===== src/sv/bal_pkg.sv =====
// Shared constants, codes and controller/datapath interface types for the bounded array list.
package bal_pkg;

    localparam int CAPACITY = 64;
    localparam int ADDR_W   = $clog2(CAPACITY);
    localparam int COUNT_W  = $clog2(CAPACITY + 1);
    localparam int ACTION_W = 2;
    localparam int POS_W    = 8;
    localparam int VALUE_W  = 32;
    localparam int STATUS_W = 2;
    localparam int CMP_W    = ((POS_W > COUNT_W) ? POS_W : COUNT_W) + 1;

    localparam logic [ACTION_W-1:0] ACT_APPEND = 2'd0;
    localparam logic [ACTION_W-1:0] ACT_WRITE  = 2'd1;
    localparam logic [ACTION_W-1:0] ACT_READ   = 2'd2;
    localparam logic [ACTION_W-1:0] ACT_REMOVE = 2'd3;

    localparam logic [STATUS_W-1:0] ST_OK    = 2'd0;
    localparam logic [STATUS_W-1:0] ST_RANGE = 2'd1;
    localparam logic [STATUS_W-1:0] ST_FULL  = 2'd2;

    // write address select
    localparam logic [1:0] WA_TAIL = 2'd0;
    localparam logic [1:0] WA_POS  = 2'd1;
    localparam logic [1:0] WA_IDX  = 2'd2;

    // read address select
    localparam logic [1:0] RA_POS       = 2'd0;
    localparam logic [1:0] RA_POS_NEXT  = 2'd1;
    localparam logic [1:0] RA_IDX_NEXT2 = 2'd2;

    // result value select
    localparam logic [1:0] RV_ZERO      = 2'd0;
    localparam logic [1:0] RV_MINUS_ONE = 2'd1;
    localparam logic [1:0] RV_RDATA     = 2'd2;

    typedef struct packed {
        logic                latch;
        logic                mem_we;
        logic [1:0]          wa_sel;
        logic                wd_shift;
        logic                rd_en;
        logic [1:0]          ra_sel;
        logic                idx_load;
        logic                idx_inc;
        logic                cnt_inc;
        logic                cnt_dec;
        logic                finish;
        logic [STATUS_W-1:0] res_status;
        logic [1:0]          rv_sel;
    } bal_cmd_t;

    typedef struct packed {
        logic [ACTION_W-1:0] action;
        logic                full;
        logic                in_range;
        logic                pos_next_live;
        logic                idx_next_live;
    } bal_stat_t;

endpackage


===== src/sv/bounded_array_list.sv =====
// Top level of the bounded array list: controller, datapath and checks.
//
// A request is taken when start is high and busy is low; busy then stays high until the
// request is finished, and its result beat shows on read_value, status and entries_now for
// exactly one cycle with done high. The receiver cannot stall it. Append, write and any
// out-of-range request finish in the decide state after the request is latched; a read
// also passes a read state for the memory fetch, and a remove with live entries above its
// position passes a shift state, in which the later entries of the entry memory are moved
// down one per cycle. A new request may be started in the cycle done is high.
module bounded_array_list
    import bal_pkg::*;
(
    input  logic                       clk,
    input  logic                       rst_n,
    input  logic                       start,
    output logic                       busy,
    input  logic        [ACTION_W-1:0] action,
    input  logic        [POS_W-1:0]    position,
    input  logic signed [VALUE_W-1:0]  value,
    output logic                       done,
    output logic signed [VALUE_W-1:0]  read_value,
    output logic        [STATUS_W-1:0] status,
    output logic        [COUNT_W-1:0]  entries_now
);

    bal_cmd_t  cmd;
    bal_stat_t stat;

    bal_ctrl u_ctrl (
        .clk   (clk),
        .rst_n (rst_n),
        .start (start),
        .stat  (stat),
        .cmd   (cmd),
        .busy  (busy)
    );

    bal_datapath u_datapath (
        .clk         (clk),
        .rst_n       (rst_n),
        .cmd         (cmd),
        .action      (action),
        .position    (position),
        .value       (value),
        .stat        (stat),
        .done        (done),
        .read_value  (read_value),
        .status      (status),
        .entries_now (entries_now)
    );

    // result beat only once the controller is back in idle
    a_done_not_busy: assert property (@(posedge clk) disable iff (!rst_n)
        done |-> !busy)
        else $error("done raised while busy");

    a_count_bound: assert property (@(posedge clk) disable iff (!rst_n)
        entries_now <= COUNT_W'(CAPACITY))
        else $error("live count above capacity");

    a_accept_busy: assert property (@(posedge clk) disable iff (!rst_n)
        (start && !busy) |=> (busy && !done))
        else $error("accepted request did not raise busy");

    a_full_only_at_cap: assert property (@(posedge clk) disable iff (!rst_n)
        (done && status == ST_FULL) |-> (entries_now == COUNT_W'(CAPACITY)))
        else $error("full reported below capacity");

endmodule


===== src/sv/bal_ctrl.sv =====
// Controller state machine: sequences each request over the datapath.
module bal_ctrl
    import bal_pkg::*;
(
    input  logic      clk,
    input  logic      rst_n,
    input  logic      start,
    input  bal_stat_t stat,
    output bal_cmd_t  cmd,
    output logic      busy
);

    localparam logic [1:0] S_IDLE   = 2'd0;
    localparam logic [1:0] S_DECIDE = 2'd1;
    localparam logic [1:0] S_READ   = 2'd2;
    localparam logic [1:0] S_SHIFT  = 2'd3;

    logic [1:0] state_reg;
    logic [1:0] state_next;

    always_ff @(posedge clk or negedge rst_n)
    begin
        if (!rst_n)
        begin
            state_reg <= S_IDLE;
        end
        else
        begin
            state_reg <= state_next;
        end
    end

    assign busy = (state_reg != S_IDLE);

    always_comb
    begin
        cmd        = '0;
        state_next = state_reg;
        unique case (state_reg)
            S_IDLE:
            begin
                if (start)
                begin
                    cmd.latch  = 1'b1;
                    state_next = S_DECIDE;
                end
            end
            S_DECIDE:
            begin
                if (!stat.in_range && stat.action != ACT_APPEND)
                begin
                    cmd.finish     = 1'b1;
                    cmd.res_status = ST_RANGE;
                    cmd.rv_sel     = (stat.action == ACT_READ) ? RV_MINUS_ONE : RV_ZERO;
                    state_next     = S_IDLE;
                end
                else
                begin
                    unique case (stat.action)
                        ACT_APPEND:
                        begin
                            cmd.finish = 1'b1;
                            state_next = S_IDLE;
                            if (stat.full)
                            begin
                                cmd.res_status = ST_FULL;
                            end
                            else
                            begin
                                cmd.mem_we  = 1'b1;
                                cmd.wa_sel  = WA_TAIL;
                                cmd.cnt_inc = 1'b1;
                            end
                        end
                        ACT_WRITE:
                        begin
                            cmd.mem_we = 1'b1;
                            cmd.wa_sel = WA_POS;
                            cmd.finish = 1'b1;
                            state_next = S_IDLE;
                        end
                        ACT_READ:
                        begin
                            cmd.rd_en  = 1'b1;
                            cmd.ra_sel = RA_POS;
                            state_next = S_READ;
                        end
                        default:
                        begin
                            // remove: prime the shift with the entry above, or just drop the tail
                            if (stat.pos_next_live)
                            begin
                                cmd.rd_en    = 1'b1;
                                cmd.ra_sel   = RA_POS_NEXT;
                                cmd.idx_load = 1'b1;
                                state_next   = S_SHIFT;
                            end
                            else
                            begin
                                cmd.cnt_dec = 1'b1;
                                cmd.finish  = 1'b1;
                                state_next  = S_IDLE;
                            end
                        end
                    endcase
                end
            end
            S_READ:
            begin
                cmd.finish = 1'b1;
                cmd.rv_sel = RV_RDATA;
                state_next = S_IDLE;
            end
            default:
            begin
                // S_SHIFT: write the fetched word one place down, fetch the next
                cmd.mem_we   = 1'b1;
                cmd.wa_sel   = WA_IDX;
                cmd.wd_shift = 1'b1;
                if (stat.idx_next_live)
                begin
                    cmd.rd_en   = 1'b1;
                    cmd.ra_sel  = RA_IDX_NEXT2;
                    cmd.idx_inc = 1'b1;
                end
                else
                begin
                    cmd.cnt_dec = 1'b1;
                    cmd.finish  = 1'b1;
                    state_next  = S_IDLE;
                end
            end
        endcase
    end

endmodule


===== src/sv/bal_datapath.sv =====
// Datapath: request registers, entry memory, live count and result registers.
module bal_datapath
    import bal_pkg::*;
(
    input  logic                       clk,
    input  logic                       rst_n,
    input  bal_cmd_t                   cmd,
    input  logic        [ACTION_W-1:0] action,
    input  logic        [POS_W-1:0]    position,
    input  logic signed [VALUE_W-1:0]  value,
    output bal_stat_t                  stat,
    output logic                       done,
    output logic signed [VALUE_W-1:0]  read_value,
    output logic        [STATUS_W-1:0] status,
    output logic        [COUNT_W-1:0]  entries_now
);

    logic        [ACTION_W-1:0] action_reg;
    logic        [POS_W-1:0]    pos_reg;
    logic signed [VALUE_W-1:0]  val_reg;
    logic        [ADDR_W-1:0]   idx_reg;
    logic        [COUNT_W-1:0]  count_reg;
    logic signed [VALUE_W-1:0]  rdata_reg;
    logic signed [VALUE_W-1:0]  read_value_reg;
    logic        [STATUS_W-1:0] status_reg;
    logic                       done_reg;

    logic signed [VALUE_W-1:0]  mem [CAPACITY];

    logic        [ADDR_W-1:0]   pos_addr;
    logic        [ADDR_W-1:0]   wr_addr;
    logic        [ADDR_W-1:0]   rd_addr;
    logic signed [VALUE_W-1:0]  wr_data;
    logic signed [VALUE_W-1:0]  rv_next;
    logic        [CMP_W-1:0]    count_ext;

    // only used once the position is known to be below the count
    assign pos_addr  = pos_reg[ADDR_W-1:0];
    assign count_ext = CMP_W'(count_reg);

    assign stat.action        = action_reg;
    assign stat.full          = (count_reg == COUNT_W'(CAPACITY));
    assign stat.in_range      = (CMP_W'(pos_reg) < count_ext);
    assign stat.pos_next_live = ((CMP_W'(pos_reg) + CMP_W'(1)) < count_ext);
    assign stat.idx_next_live = ((CMP_W'(idx_reg) + CMP_W'(2)) < count_ext);

    always_comb
    begin
        case (cmd.wa_sel)
            WA_TAIL: wr_addr = count_reg[ADDR_W-1:0];
            WA_POS:  wr_addr = pos_addr;
            default: wr_addr = idx_reg;
        endcase
        case (cmd.ra_sel)
            RA_POS:      rd_addr = pos_addr;
            RA_POS_NEXT: rd_addr = pos_addr + ADDR_W'(1);
            default:     rd_addr = idx_reg + ADDR_W'(2);
        endcase
        case (cmd.rv_sel)
            RV_MINUS_ONE: rv_next = -VALUE_W'(1);
            RV_RDATA:     rv_next = rdata_reg;
            default:      rv_next = '0;
        endcase
        wr_data = cmd.wd_shift ? rdata_reg : val_reg;
    end

    always_ff @(posedge clk)
    begin
        if (cmd.mem_we)
        begin
            mem[wr_addr] <= wr_data;
        end
        if (cmd.rd_en)
        begin
            rdata_reg <= mem[rd_addr];
        end
    end

    always_ff @(posedge clk)
    begin
        if (cmd.latch)
        begin
            action_reg <= action;
            pos_reg    <= position;
            val_reg    <= value;
        end
        if (cmd.idx_load)
        begin
            idx_reg <= pos_addr;
        end
        else if (cmd.idx_inc)
        begin
            idx_reg <= idx_reg + ADDR_W'(1);
        end
        if (cmd.finish)
        begin
            read_value_reg <= rv_next;
            status_reg     <= cmd.res_status;
        end
    end

    always_ff @(posedge clk or negedge rst_n)
    begin
        if (!rst_n)
        begin
            count_reg <= '0;
            done_reg  <= 1'b0;
        end
        else
        begin
            done_reg <= cmd.finish;
            if (cmd.cnt_inc)
            begin
                count_reg <= count_reg + COUNT_W'(1);
            end
            else if (cmd.cnt_dec)
            begin
                count_reg <= count_reg - COUNT_W'(1);
            end
        end
    end

    assign done        = done_reg;
    assign read_value  = read_value_reg;
    assign status      = status_reg;
    assign entries_now = count_reg;

endmodule


===== config.mk =====
export PLATFORM = sky130hd
export DESIGN_NAME = bounded_array_list
export DESIGN_NICKNAME = d
export VERILOG_FILES = /design/src/sv/bal_pkg.sv /design/src/sv/bounded_array_list.sv /design/src/sv/bal_ctrl.sv /design/src/sv/bal_datapath.sv
export SDC_FILE = /design/constraint.sdc
export NUM_CORES = 2
export LEC_CHECK = 0
export BUFFER_PORTS_ARGS = -buffer_cell sky130_fd_sc_hd__buf_2
export CORE_MARGIN = 4
export CORE_UTILIZATION = 29
export CTS_CLUSTER_SIZE = 28
export DETAILED_ROUTE_END_ITERATION = 12
export PLACE_DENSITY = 0.42
export SYNTH_ARGS = -nofsm -noshare
export SYNTH_HDL_FRONTEND = slang
export SYNTH_SLANG_ARGS = --single-unit

===== constraint.sdc =====
create_clock -name clk -period 5.8 [get_ports clk]
set_input_delay 1.16 -clock clk [delete_from_list [all_inputs] [get_ports clk]]
set_output_delay 1.16 -clock clk [all_outputs]
set_load 0.05 [all_outputs]

# == Word-level counts from Yosys, hierarchy flattened ==
# Memory sizes are Yosys's and may differ from the RTL's. A register that Yosys moved wholly into a read port is not among the register bits.
# Cells that the tools add are included.
# totals
reg_bits,92
mem_bits_rw,2048
in_bits,45
output_inout_bits,43
elab_cells,97
n_memories,1
# op_classes
add_sub_neg,7
order_cmp,3
eq_ne,11
muxes,47
n_bitwise,2
n_reduce_logical,16
# memory_table
name,depth,width,read_ports,rd_clocked_by_memory_dff,write_ports,line,source
u_datapath.mem,64,32,1,1,1,bal_datapath.sv:28,logic signed [VALUE_W-1:0] mem [CAPACITY];
# op_table
operator,count
case mux 32 bit (2 select lines),1
two-way mux 32 bit,1
case mux 3 bit (2 select lines),4
case mux 6 bit (2 select lines),2
two-way mux 2 bit,10
less-than comparator 9 x 7 -> 1 bit,2
two-way mux 7 bit,2
two-way mux 1 bit,13
adder 6 x 1 -> 6 bit (second input constant),2
two-way mux 3 bit,4
two-way mux 6 bit,2
equality test 2 x 1 -> 1 bit (second input constant),5
adder 8 x 1 -> 9 bit (second input constant),1
OR reduction 3 bit,3
logical NOT 2 bit,4
less-than comparator 8 x 7 -> 1 bit,1
two-way mux 4 bit,2
case mux 2 bit (2 select lines),2
nonzero test 2 bit,4
adder 6 x 2 -> 7 bit (second input constant),1
adder 7 x 1 -> 7 bit (second input constant),1
equality test 7 bit (second input constant),1
subtractor 7 x 1 -> 7 bit (second input constant),1
adder 6 x 2 -> 6 bit (second input constant),1
11 further kinds,16

# == Depth between registers and ports, before layout ==
# logic_depth
ltp_word,8
mapped_depth,20
ltp_nobuf,15

# == Hierarchy ==
# A second synthesis with hierarchy kept.
# hier_totals
cells_unflattened,5043
hier_area_um2,88637.5
# modules_own_cells
module,instances,cells_each,area_each_um2,seq_area_each_um2
bal_datapath,1,5002,88295.9,65122.5
bal_ctrl,1,41,341.6,50.0

# == Least setup slack after synthesis ==
# No wires, ideal clock.
# synth_timing
path_kind,reg-to-reg
startpoint,"reg u_datapath.count_reg[5], in the netlist u_datapath.entries_now[5]"
endpoint,"mem u_datapath.mem[17][0], enable pin"
setup_ns,0.421
arrival_ns,4.679
required_ns,5.379
setup_slack_ns,0.700
path_stages_with_launch,12
path_buffers,0
synth_period_minus_slack_ns,5.100
path_cell_list,dfrtp_1 -> inv_1 -> ha_1 -> a21o_1 -> a2111oi_4 -> o21a_1 -> nand3b_1 -> mux2i_1 -> a21oi_1 -> nand3_1 -> nand2b_1 -> nor2_1
# synth_via
elab_chain_cells,7
word_cells_on_any_way,13
classes_between,order compare (1); eq/ne (2); mux (7); reduce/logical (3)
# synth_lines
element,line,source
"start, declared",bal_datapath.sv:22,logic [COUNT_W-1:0] count_reg;
"start signal, assigned",bal_datapath.sv:114,count_reg <= count_reg + COUNT_W'(1);
"start signal, assigned",bal_datapath.sv:118,count_reg <= count_reg - COUNT_W'(1);
less-than comparator 8 x 7 -> 1 bit / equality test 7 bit (equally long branches),"bal_datapath.sv:43, bal_datapath.sv:42",
logical NOT 1 bit / two-way mux 3 bit (equally long branches),"bal_ctrl.sv:50, bal_ctrl.sv:64",
logical AND 1 bit / case mux 3 bit (2 select lines) (equally long branches),"bal_ctrl.sv:50, bal_ctrl.sv:59",
two-way mux 3 bit,bal_ctrl.sv:50,if (!stat.in_range && stat.action != ACT_APPEND)
case mux 3 bit (2 select lines),bal_ctrl.sv:39,unique case (state_reg)
"equality test 2 x 1 -> 1 bit, or another cell as far along",bal_datapath.sv:49,case (cmd.wa_sel)
case mux 6 bit (2 select lines) / two-way mux 1 bit (equally long branches),"bal_datapath.sv:49, bal_datapath.sv:71",
"end, declared",bal_datapath.sv:28,
# Several ways; a longest one is shown, not always the timed one.

# == Worst setup path after layout ==
# layout_timing
startpoint,reg u_datapath.pos_reg[2]
endpoint,"reg u_datapath.rdata_reg[2], read port of u_datapath.mem (data pin)"
# layout_via
elab_chain_cells,8
word_cells_on_any_way,13
classes_between,add/sub (2); order compare (2); eq/ne (1); mux (5); reduce/logical (3)
# layout_lines
element,line,source
"start, declared",bal_datapath.sv:19,logic [POS_W-1:0] pos_reg;
"start signal, assigned",bal_datapath.sv:84,pos_reg <= position;
adder 8 x 1 -> 9 bit,bal_datapath.sv:44,assign stat.pos_next_live = ((CMP_W'(pos_reg) + CMP_W'(1)) < count_ext);
less-than comparator 9 x 7 -> 1 bit,bal_datapath.sv:44,
two-way mux 4 bit,bal_ctrl.sv:91,if (stat.pos_next_live)
case mux 3 bit (2 select lines),bal_ctrl.sv:59,unique case (stat.action)
two-way mux 4 bit,bal_ctrl.sv:50,
case mux 3 bit (2 select lines),bal_ctrl.sv:39,
equality test 2 x 1 -> 1 bit / logical NOT 2 bit (equally long branches),bal_datapath.sv:54,case (cmd.ra_sel)
case mux 6 bit (2 select lines),bal_datapath.sv:54,
"end, declared",bal_datapath.sv:23,logic signed [VALUE_W-1:0] rdata_reg;
# Several ways; a longest one is shown, not always the timed one.
# A chain may end at the register's enable or synchronous reset.

==> metrics.md <==
| Metric | Value |
|---|---|
| Pre-antenna DRT Iters | `7` |
| GR Util All Layers | `0.187` |
| Ratio of cells with drive above 1 in the final layout | `0.146` |
| Combinational power share | `0.150` |
| Buf/Inv on CP | `2` |
| FMAX | `0.180 GHz` |
| Die Wd | `550 µm` |
| Worst Clk Skew | `around 0.051 ns` |
| GPL Wtd Cong | `around 0.81` |
| ANT cells | `0` |
| Startpoint types | `flip-flop` |
| Power per cell area | `379 nW/µm²` |
| Minimum clock period | `about 5.6 ns` |
| Num CTS Buffers | `234` |
| Critical setup path kind | `reg2reg` |
| H-tree levels | `4` |
| DR DRC count | `0` |
| Seq pwr share | `0.479` |
| Max VDD drop | `between 0.2 and 0.3 mV` |
| Worst Hold Class | `in2async` |
| Final period util | `0.957` |
| Flop2flop setup slack | `approximately 0.25 ns` |
| Fin cells | `10148` |
| Number of cells on the worst reg-to-reg path | `15` |
| Relative slew slack | `0.160` |
| Post-layout util | `0.343` |
| Core Footprint | `just under 300000 µm²` |
| Maxcap violations | `0` |
| Dpl cells | `just under 10000` |
| CP arrival | `around 6.1 ns` |
| Primary FF master, synth | `edfxtp_1` |
| Worst-Margin Slew | `approximately 1.3 ns` |
| Maximum buffer depth of the clock tree | `4` |
| CP top delay family | `simple AND/OR/NAND/NOR gates` |
| NetSw | `10.5 mW` |
| CTS Hold Bufs | `0` |
| Mapped Area | `85300 µm²` |
| Clock root buffer | `clkbuf_16` |
| Design Area, Final | `approximately 100000 µm²` |
| Drt first-iter violations | `slightly below 5000` |
| CP Cell Sequence | `and3_1 > nand3_1 > xnor2_1 > ha_1 > a21oi_1 > nand2_1 > o2bb2ai_2 > or4_4 > o221ai_4 > buf_12 > buf_4 > mux4_2 > o2111a_1 > a31oi_2 > nand4_1` |
| First-pass GRT wire length | `around 410000 µm` |
| Port Buffer Count | `87` |
| Row Count | `~200` |
| Via Count | `approximately 51000` |
| Syn avg cell area | `14.8 µm²` |
| Vias/cell | `a little over 5` |
| Largest net degree at the start of global routing | `99` |
| Clock network fraction of total power | `0.371` |
| Worst R2R Start | `u_datapath.pos_reg[2]` |
| TritonCTS clock tree | `built` |
| Max reg flops | `between 2000 and 2500` |
| Final wirelength | `291000 µm` |
| Syn nets | `5828` |
| Detailed Place HPWL | `168000 µm` |
| Post-DRT Antenna Nets | `0` |
| Setup WS pre-CTS | `-0.284 ns` |
| Drt wl/cell | `28.7 µm` |
| P_leak | `around 33 nW` |
| Outcome | `complete, no violations` |
| Register area share after synthesis | `0.764` |
| Crit path largest cell delay | `0.60 ns` |
| Post-Place Cell Area | `roughly 93000 µm²` |
| Sw frac | `0.276` |
| Starting Density | `0.292` |
| Slew Limit Fails | `0` |
| Syn-to-layout area delta | `17.5%` |
| # IOs | `around 90` |
| Internal | `~27 mW` |
| Synth warn | `0` |
| PnR worst setup slack | `approximately 0.25 ns` |
| Number of synthesized flops with an enable pin | `2162` |
| Highest-delay cell along the critical path | `mux4_2` |
| Setup-failing EPs final | `0` |
| Total grt overflow | `0` |
| RSZ-0062 raised after global routing | `no` |
| Die Area | `between 300000 and 400000 µm²` |
| Seq cells post-synth | `2172` |
| Distinct cells, synth | `approximately 80` |
| Nets | `a little over 6000` |
| Critical Path RT | `~6.4 ns` |
| Clk_lat worst skew | `approximately 0.9 ns` |
| Die height | `550 µm` |
| Post-Syn Instances | `roughly 5800` |
| CP max FO | `34` |
| CP endpoint kind | `flip-flop` |
| Largest register by flop count | `u_datapath.mem` |
| Clock-pin slew on the worst setup and hold paths | `around 0.060 ns` |
| Fraction of registers with async set/reset | `0.00460` |
| Worst r2r dst | `u_datapath.rdata_reg[2]` |
| Final hold violations | `0` |
| Sinks on Clock Net | `~2200` |
| Vias in the first global route | `around 51000` |
| Initial antenna violation count | `4` |
[cells in the final DEF (no fill, tap or decap), drive strengths merged, types with 6 or more instances in the layout]
master / n
nand2b: 8
buf: 429
and4: 13
mux4: 47
and2: 7
nor3: 8
xor2: 7
o2111ai: 12
a21oi: 14
clkbuf: 301
edfxtp: 2162
mux2i: 215
nand3: 395
a31oi: 259
a21o: 39
o211ai: 28
a32oi: 141
and3: 61
dfrtp: 10
a221oi: 17
or3: 9
nor2: 92
nand4: 117
o22ai: 8
inv: 16
nand2: 1588
o21ai: 15
clkinv: 95
a22oi: 14
a32o: 6
ha: 26
bufinv: 10
xnor2: 12
[Yosys cell counts (16+ instances only)]
library cell | count | area, µm²
ha_1 | 26 | 325
a221oi_1 | 16 | 140
a32oi_1 | 141 | 1230
edfxtp_1 | 2162 | 64900
mux4_2 | 47 | 1060
buf_4 | 57 | 428
mux2i_1 | 214 | 2140
buf_2 | 152 | 761
o211ai_1 | 28 | 210
and3_1 | 61 | 382
nor2_1 | 91 | 342
nand3_1 | 395 | 1980
nand4_1 | 117 | 732
a21o_1 | 39 | 293
a31oi_1 | 259 | 1620
nand2_1 | 1588 | 5960
buf_6 | 28 | 315
clkbuf_1 | 92 | 345
[worst max path at each step]
stage,cells past startpoint,end,start
2_1_floorplan,11,u_datapath.mem[17][0],u_datapath.entries_now[5]
3_3_place_gp,15,u_datapath.rdata_reg[2],u_datapath.pos_reg[2]
3_5_place_dp,15,u_datapath.rdata_reg[2],u_datapath.pos_reg[0]
4_1_cts,15,u_datapath.rdata_reg[2],u_datapath.pos_reg[0]
5_1_grt,15,u_datapath.rdata_reg[2],u_datapath.pos_reg[2]
6_report,15,u_datapath.rdata_reg[2],u_datapath.pos_reg[2]
[final cells by class]
class	instances	area, µm²
tap	3900	4880
fill	28226	192000
sequential	2172	65200
timing repair buffer	429	4410
clock inverter	111	781
multi-input combinational	3223	18700
clock buffer	301	6210
inverter	12	45.0
[through the flow]
step | total power [mW] | hold slack, ns | TNS, ns
2_1_floorplan | 21.6 | 0.521 | 0
3_3_place_gp | 24.3 | 0.507 | -0.554
3_5_place_dp | 24.3 | 0.559 | -0.284
4_1_cts | 38.4 | 0.0855 | 0
5_1_grt | 39.4 | 0.120 | 0
6_report | 38.0 | 0.152 | 0
[metal layers]
metal / track usage / wire [µm] / part of all wire / up-vias
met1: 0.264 / 131000 / 0.45 / 27261
met3: 0.0204 / 12300 / 0.042 / 332
met2: 0.313 / 141000 / 0.49 / 1374
met4: 0.0390 / 6060 / 0.021 / 0
met5: 0 / 0 / 0 / -
li1: - / - / - / 22503
[kinds of logic after synthesis]
kind of cell,count (synthesis),synth area share
adder cells (fa/ha/maj),27,0.00405
AND/OR/NAND/NOR,2323,0.116
buffers and inverters,361,0.0239
AO/OA/AOI/OAI,591,0.0518
XOR/XNOR,19,0.00195
flip-flops,2172,0.764
multiplexers,263,0.0378
[power groups by stage]
stage | Clock (mW) | Combinational, mW | Sequential [mW]
2_1_floorplan | 0 | 2.90 | 18.7
3_3_place_gp | 0 | 5.75 | 18.5
3_5_place_dp | 0 | 5.77 | 18.5
4_1_cts | 14.4 | 5.78 | 18.2
5_1_grt | 15.1 | 6.10 | 18.2
6_report | 14.1 | 5.71 | 18.2
[repair_timing]
action                                  CTS  global route
resized for setup                         2             2
setup buffers                             0             3
endpoints found under the setup margin    1             5
pin swaps                                 1             1
Note: power is estimated with default switching activity, not from simulation.
